File: src/design/spq_pkg.sv
// ----------------------------------------------------------------------------
// spq_pkg: shared types and constants of the sorted priority queue
// Capacity, count width, status codes and the word passed along the cell row.
// ----------------------------------------------------------------------------
`default_nettype none

package spq_pkg;

   // number of cells in the row
   localparam int CAPACITY = 16;
   // count must hold CAPACITY itself
   localparam int COUNT_W  = $clog2(CAPACITY + 1);

   localparam int VALUE_W  = 32;
   localparam int PRIO_W   = 8;
   localparam int STATUS_W = 2;
   localparam int ECOUNT_W = 5;

   // request action codes
   localparam logic ACT_ENQUEUE = 1'b0;
   localparam logic ACT_DEQUEUE = 1'b1;

   typedef logic [COUNT_W-1:0] count_type;

   typedef enum logic [STATUS_W-1:0] {
      ST_OK        = 2'd0,
      ST_UNDERFLOW = 2'd1,
      ST_OVERFLOW  = 2'd2
   } status_type;

   // one held entry
   typedef struct packed {
      logic signed [VALUE_W-1:0] value;
      logic [PRIO_W-1:0]         prio;
   } entry_type;

   // command broadcast to every cell
   typedef struct packed {
      logic      insert;   // enqueue into a non-full queue
      logic      shift;    // dequeue from a non-empty queue
      entry_type item;     // entry being inserted
   } cmd_type;

endpackage

`default_nettype wire

File: src/design/spq_cell.sv
// ----------------------------------------------------------------------------
// spq_cell: one slot of the sorted row
// Holds one entry; on insert keeps, takes the new word or takes its
// upper neighbor's word; on dequeue takes its lower neighbor's word.
// ----------------------------------------------------------------------------
`default_nettype none

module spq_cell (
   input  wire logic               clock,
   input  wire spq_pkg::cmd_type   cmd,
   input  wire logic               occupied,    // slot lies below the count
   input  wire logic               prev_keep,   // neighbor toward head stays
   input  wire spq_pkg::entry_type prev_entry,  // neighbor toward head
   input  wire spq_pkg::entry_type next_entry,  // neighbor toward tail
   output logic                    keep,
   output spq_pkg::entry_type      entry
);

   spq_pkg::entry_type entry_ff;
   spq_pkg::entry_type entry_in;

   // entry stays put when it ranks at or above the incoming word
   assign keep = occupied && (entry_ff.prio >= cmd.item.prio);

   // next slot content
   always_comb begin
      entry_in = entry_ff;
      if (cmd.insert) begin
         if (!keep) begin
            entry_in = prev_keep ? cmd.item : prev_entry;
         end
      end else if (cmd.shift) begin
         entry_in = next_entry;
      end
   end

   always_ff @(posedge clock) begin
      entry_ff <= entry_in;
   end

   assign entry = entry_ff;

endmodule

`default_nettype wire

File: src/design/sorted_priority_queue_unit.sv
// ----------------------------------------------------------------------------
// sorted_priority_queue_unit: bounded priority queue on a row of cells
// Keeps up to CAPACITY entries sorted, highest priority at the head.
// ----------------------------------------------------------------------------
// Usage:
//   req_* carries one word: action (enqueue or dequeue), value, priority.
//   rsp_* returns one word per request: status, out_valid, the dequeued
//   value and priority (zero otherwise) and the count held afterwards.
//   Enqueue places the entry behind all entries of greater or equal
//   priority, so equal priorities leave first in, first out. Enqueue into
//   a full queue answers overflow; dequeue from an empty one underflow.
// Timing:
//   Every cell compares its priority with the incoming word in parallel and
//   loads from itself, the request or a neighbor in the same cycle.
//   The response is registered and appears in the cycle after accept.
//   One word per cycle is sustained while rsp_ready stays high.
// Reset: synchronous reset empties the queue and drops any pending response.
// Stall: the response register holds while rsp_ready is low; req_ready is
//   high only when that register is empty or being emptied in the same cycle.
// ----------------------------------------------------------------------------
`default_nettype none

module sorted_priority_queue_unit (
   input  wire logic               clock,
   input  wire logic               reset,
   // request channel
   input  wire logic               req_valid,
   output logic                    req_ready,
   input  wire logic               req_action,
   input  wire logic signed [31:0] req_item_value,
   input  wire logic [7:0]         req_item_priority,
   // response channel
   output logic                    rsp_valid,
   input  wire logic               rsp_ready,
   output logic [1:0]              rsp_status,
   output logic                    rsp_out_valid,
   output logic signed [31:0]      rsp_out_value,
   output logic [7:0]              rsp_out_priority,
   output logic [4:0]              rsp_entry_count
);

   localparam int N = spq_pkg::CAPACITY;

   spq_pkg::count_type  count_ff, count_in;
   logic                rsp_valid_ff, rsp_valid_in;
   spq_pkg::status_type rsp_status_ff, rsp_status_in;
   logic                rsp_out_valid_ff, rsp_out_valid_in;
   spq_pkg::entry_type  rsp_entry_ff, rsp_entry_in;
   spq_pkg::count_type  rsp_count_ff;

   logic                accept, full, empty;
   spq_pkg::cmd_type    cmd;
   logic [N-1:0]        occupied;
   logic [N-1:0]        keep;
   spq_pkg::entry_type  cells [N];

   // handshake
   assign req_ready = !rsp_valid_ff || rsp_ready;
   assign accept    = req_valid && req_ready;
   assign full      = (count_ff == spq_pkg::count_type'(N));
   assign empty     = (count_ff == '0);

   // command to the row
   assign cmd.insert     = accept && (req_action == spq_pkg::ACT_ENQUEUE) && !full;
   assign cmd.shift      = accept && (req_action == spq_pkg::ACT_DEQUEUE) && !empty;
   assign cmd.item.value = req_item_value;
   assign cmd.item.prio  = req_item_priority;

   // cell row
   for (genvar i = 0; i < N; i++) begin : g_cell
      spq_pkg::entry_type prev_e, next_e;
      logic               prev_k;

      assign occupied[i] = (count_ff > spq_pkg::count_type'(i));

      if (i == 0) begin : g_head
         assign prev_k = 1'b1;
         assign prev_e = cmd.item;
      end else begin : g_body
         assign prev_k = keep[i-1];
         assign prev_e = cells[i-1];
      end

      if (i == N - 1) begin : g_tail
         assign next_e = '0;
      end else begin : g_inner
         assign next_e = cells[i+1];
      end

      spq_cell u_cell (
         .clock      (clock),
         .cmd        (cmd),
         .occupied   (occupied[i]),
         .prev_keep  (prev_k),
         .prev_entry (prev_e),
         .next_entry (next_e),
         .keep       (keep[i]),
         .entry      (cells[i])
      );
   end

   // count and response word
   always_comb begin
      count_in         = count_ff;
      rsp_valid_in     = rsp_valid_ff && !rsp_ready;
      rsp_status_in    = spq_pkg::ST_OK;
      rsp_out_valid_in = 1'b0;
      rsp_entry_in     = '0;
      if (accept) begin
         rsp_valid_in = 1'b1;
         if (req_action == spq_pkg::ACT_ENQUEUE) begin
            if (full) begin
               rsp_status_in = spq_pkg::ST_OVERFLOW;
            end else begin
               count_in = count_ff + spq_pkg::count_type'(1);
            end
         end else begin
            if (empty) begin
               rsp_status_in = spq_pkg::ST_UNDERFLOW;
            end else begin
               count_in         = count_ff - spq_pkg::count_type'(1);
               rsp_out_valid_in = 1'b1;
               rsp_entry_in     = cells[0];
            end
         end
      end
   end

   always_ff @(posedge clock) begin
      if (reset) begin
         count_ff     <= '0;
         rsp_valid_ff <= 1'b0;
      end else begin
         count_ff     <= count_in;
         rsp_valid_ff <= rsp_valid_in;
      end
   end

   // response payload loads only on accept
   always_ff @(posedge clock) begin
      if (accept) begin
         rsp_status_ff    <= rsp_status_in;
         rsp_out_valid_ff <= rsp_out_valid_in;
         rsp_entry_ff     <= rsp_entry_in;
         rsp_count_ff     <= count_in;
      end
   end

   // outputs; count field carries the low bits of the count
   assign rsp_valid        = rsp_valid_ff;
   assign rsp_status       = rsp_status_ff;
   assign rsp_out_valid    = rsp_out_valid_ff;
   assign rsp_out_value    = rsp_entry_ff.value;
   assign rsp_out_priority = rsp_entry_ff.prio;
   assign rsp_entry_count  = spq_pkg::ECOUNT_W'(rsp_count_ff);

   // checks
   a_count_bound: assert property (@(posedge clock) disable iff (reset)
      count_ff <= spq_pkg::count_type'(N))
      else $error("count above capacity");

   a_insert_count: assert property (@(posedge clock) disable iff (reset)
      cmd.insert |=> count_ff == $past(count_ff) + spq_pkg::count_type'(1))
      else $error("insert did not raise count");

   a_shift_resp: assert property (@(posedge clock) disable iff (reset)
      cmd.shift |=> rsp_valid_ff && rsp_out_valid_ff)
      else $error("dequeue gave no entry");

   a_head_order: assert property (@(posedge clock) disable iff (reset)
      occupied[1] |-> cells[0].prio >= cells[1].prio)
      else $error("head out of order");

endmodule

`default_nettype wire

File: config.mk
export PLATFORM = sky130hd
export DESIGN_NAME = sorted_priority_queue_unit
export DESIGN_NICKNAME = d
export VERILOG_FILES = /design/src/design/spq_pkg.sv /design/src/design/spq_cell.sv /design/src/design/sorted_priority_queue_unit.sv
export SDC_FILE = /design/constraint.sdc
export NUM_CORES = 2
export LEC_CHECK = 0
export ABC_AREA = 1
export CORE_MARGIN = 4
export CORE_UTILIZATION = 45
export CTS_BUF_LIST = sky130_fd_sc_hd__clkbuf_4
export DETAILED_ROUTE_END_ITERATION = 8
export DONT_BUFFER_PORTS = 1
export GPL_ROUTABILITY_DRIVEN = 0
export PLACE_DENSITY_LB_ADDON = 0.1
export SYNTH_ARGS = -nofsm -noshare
export SYNTH_HDL_FRONTEND = slang
export SYNTH_HIERARCHICAL = 1
export SYNTH_SLANG_ARGS = --single-unit
File: constraint.sdc
create_clock -name clock -period 4.4 [get_ports clock]
set_input_delay 1.32 -clock clock [delete_from_list [all_inputs] [get_ports clock]]
set_output_delay 1.32 -clock clock [all_outputs]
set_load 0.005 [all_outputs]
==> results_dict.tcl <==
set metrics [dict create \
    grt_pass1_vias 32560 \
    layout_commonest_cell "nand2_1" \
    fin_skew_ns 0.07328 \
    path_clk_slew_ns 0.08 \
    drtIter0Drc 2681 \
    path_cells "inv_1 > ha_1 > o21ai_0 > nand2_1 > inv_1 > inv_2 > nor2_1 > o21ai_1" \
    crit_path_start_kind "register" \
    max_stage_delay_ns 0.78 \
    dp_cells 5370 \
    leakage_nw 16.90 \
    cp-end-kind "register" \
    drc 0 \
    cap_violations 0 \
    fin_setup_tns_ns 0 \
    final.period_utilization 0.7171 \
    port_buffers 0 \
    die_area_sq_mm 0.09082 \
    crit_arrival_ns 3.92 \
    clock_latency_ns 1.08 \
    drive_gt1_frac 0.09429 \
    syn2layout_area_growth_pct 6.859 \
    pwr_density_cell_mw_per_mm2 439.9 \
    hold_path.class "in2reg" \
    via_per_inst 5.532 \
    avgSynthCellArea_sq_um 8.830 \
    grt_pass1_wl_um 176700 \
    ir_drop_mv 0.2105 \
    cts-buffers-inserted 194 \
    core.rowCount 107 \
    reg2reg_to "g_cell[14].u_cell/entry[34]" \
    nFillCells 8421 \
    cts_buffer_depth 3 \
    io_pins 95 \
    outcome "finished, final reports clean" \
    dp_hpwl_um 73740 \
    cts_setup_buffers 0 \
    crit_slowest_cell "o21ai_0" \
    die_h_um 301.4 \
    core_area_sq_mm 0.08528 \
    place_ws_ns 0.8038 \
    final_nets 4601 \
    rrSetupSlack_ns 1.24 \
    ctsRootBufferMaster "clkbuf_4" \
    netlist_instances 4386 \
    initial_utilization 0.4541 \
    syn_area_sq_mm 0.03873 \
    fmax_mhz 317.0 \
    power_w 0.01820 \
    whs_endpoint "count_ff[3]" \
    vias 31510 \
    hp-start "reset" \
    min_period_ns 3.155 \
    wl_um 111600 \
    max_slew_margin 0.3499 \
    hold_slack_ns 0.3110 \
    ant_nets 0 \
    crit_required_ns 5.17 \
    whs_path_depth 1 \
    cts_tree "yes" \
    setup_ws_ns 1.245 \
    drt_first_pass_iters 5 \
    drt-wirelength-per-cell_um 19.59 \
    worst_slew_pin_slew_ns 0.9650 \
    final_cells 5696 \
    finalSetupViolCount 0 \
    r2r_start "count_ff[1]" \
    grt-ovfl-total 0 \
    yosysWarnings 6 \
    crit_fanout 40 \
    grt_max_degree 125 \
    ctsResizeCount 0 \
    hold_buffers 0 \
    hold_violations 0 \
    final-seq-area_sq_mm 0.02078 \
    path_class "reg2reg" \
    rsz0062_at_grt "no" \
    cp_common_cell "inv_1" \
    grt_usage 0.2432 \
    r2r_cells 8 \
    die_x_um 301.4 \
    antenna_found_initial 1 \
    clkSinkCount 694 \
    cts_htree_levels 4 \
    layout_common_cells "nand2_1, nor2_1, edfxtp_1" \
    slew_violations 0 \
    multi_input_area_sq_mm 0.01511 \
]
==> stage by stage <==
stage / util / cell area [sq um]
floorplan: - / 38890
global placement: 0.4577 / 39040
detailed placement: 0.4577 / 39040
CTS: 0.4852 / 41380
global route: 0.4852 / 41380
finish: 0.4853 / 41380
==> per-layer routing <==
metal | wire length, um | vias to the layer above | track usage
li1 | - | 15110 | -
met1 | 47410 | 15410 | 0.3110
met2 | 56560 | 817 | 0.4234
met3 | 5164 | 178 | 0.03772
met4 | 2468 | 0 | 0.07859
met5 | 0 | - | 0
==> critical path, delay by kind of cell, from the launching register on <==
family / cells / cell delay, ns
AOI/OAI and AO/OA: 2 / 0.88
adders and majority gates: 1 / 0.27
buffers and inverters: 3 / 0.79
DFF: 1 / 0.49
and+or+nand+nor: 2 / 0.43
==> report_power, final <==
part / switching [W] / internal [W]
Clock: 0.00289 / 0.00294
Combinational: 0.00226 / 0.000975
Sequential: 0.000589 / 0.00855
Total: 0.00573 / 0.0125
==> flip-flops by register name, indices dropped and copies added, names as in the netlist <==
register,cells
rsp_out_value,32
rsp_valid,1
count_ff,5
rsp_status,2
rsp_out_valid,1
rsp_out_priority,8
rsp_entry_count,5
g_cell.u_cell/entry,640
==> worst max-delay path by stage <==
stage / start / to / slack [ns]
final: count_ff[1] / g_cell[14].u_cell/entry[34] / 1.24
after global placement: req_item_priority[7] / g_cell[7].u_cell/entry[23] / 0.83
after detailed placement: req_item_priority[7] / g_cell[4].u_cell/entry[25] / 0.80
after CTS: count_ff[0] / g_cell[7].u_cell/entry[35] / 1.29
after global routing: count_ff[0] / g_cell[7].u_cell/entry[35] / 1.07
after floorplan: req_action / g_cell[0].u_cell/entry[0] / 0.30
==> cell type report <==
class	instances	area share
flip-flops and latches	694	0.5021
multi-input cells	3187	0.3652
clock buffers	285	0.05170
well taps	1144	0.03459
inverters	285	0.02591
repair buffers	60	0.01542
clock inverters	39	0.004928
diodes	2	0.0001209
Note: power is estimated with default switching activity, not from simulation.
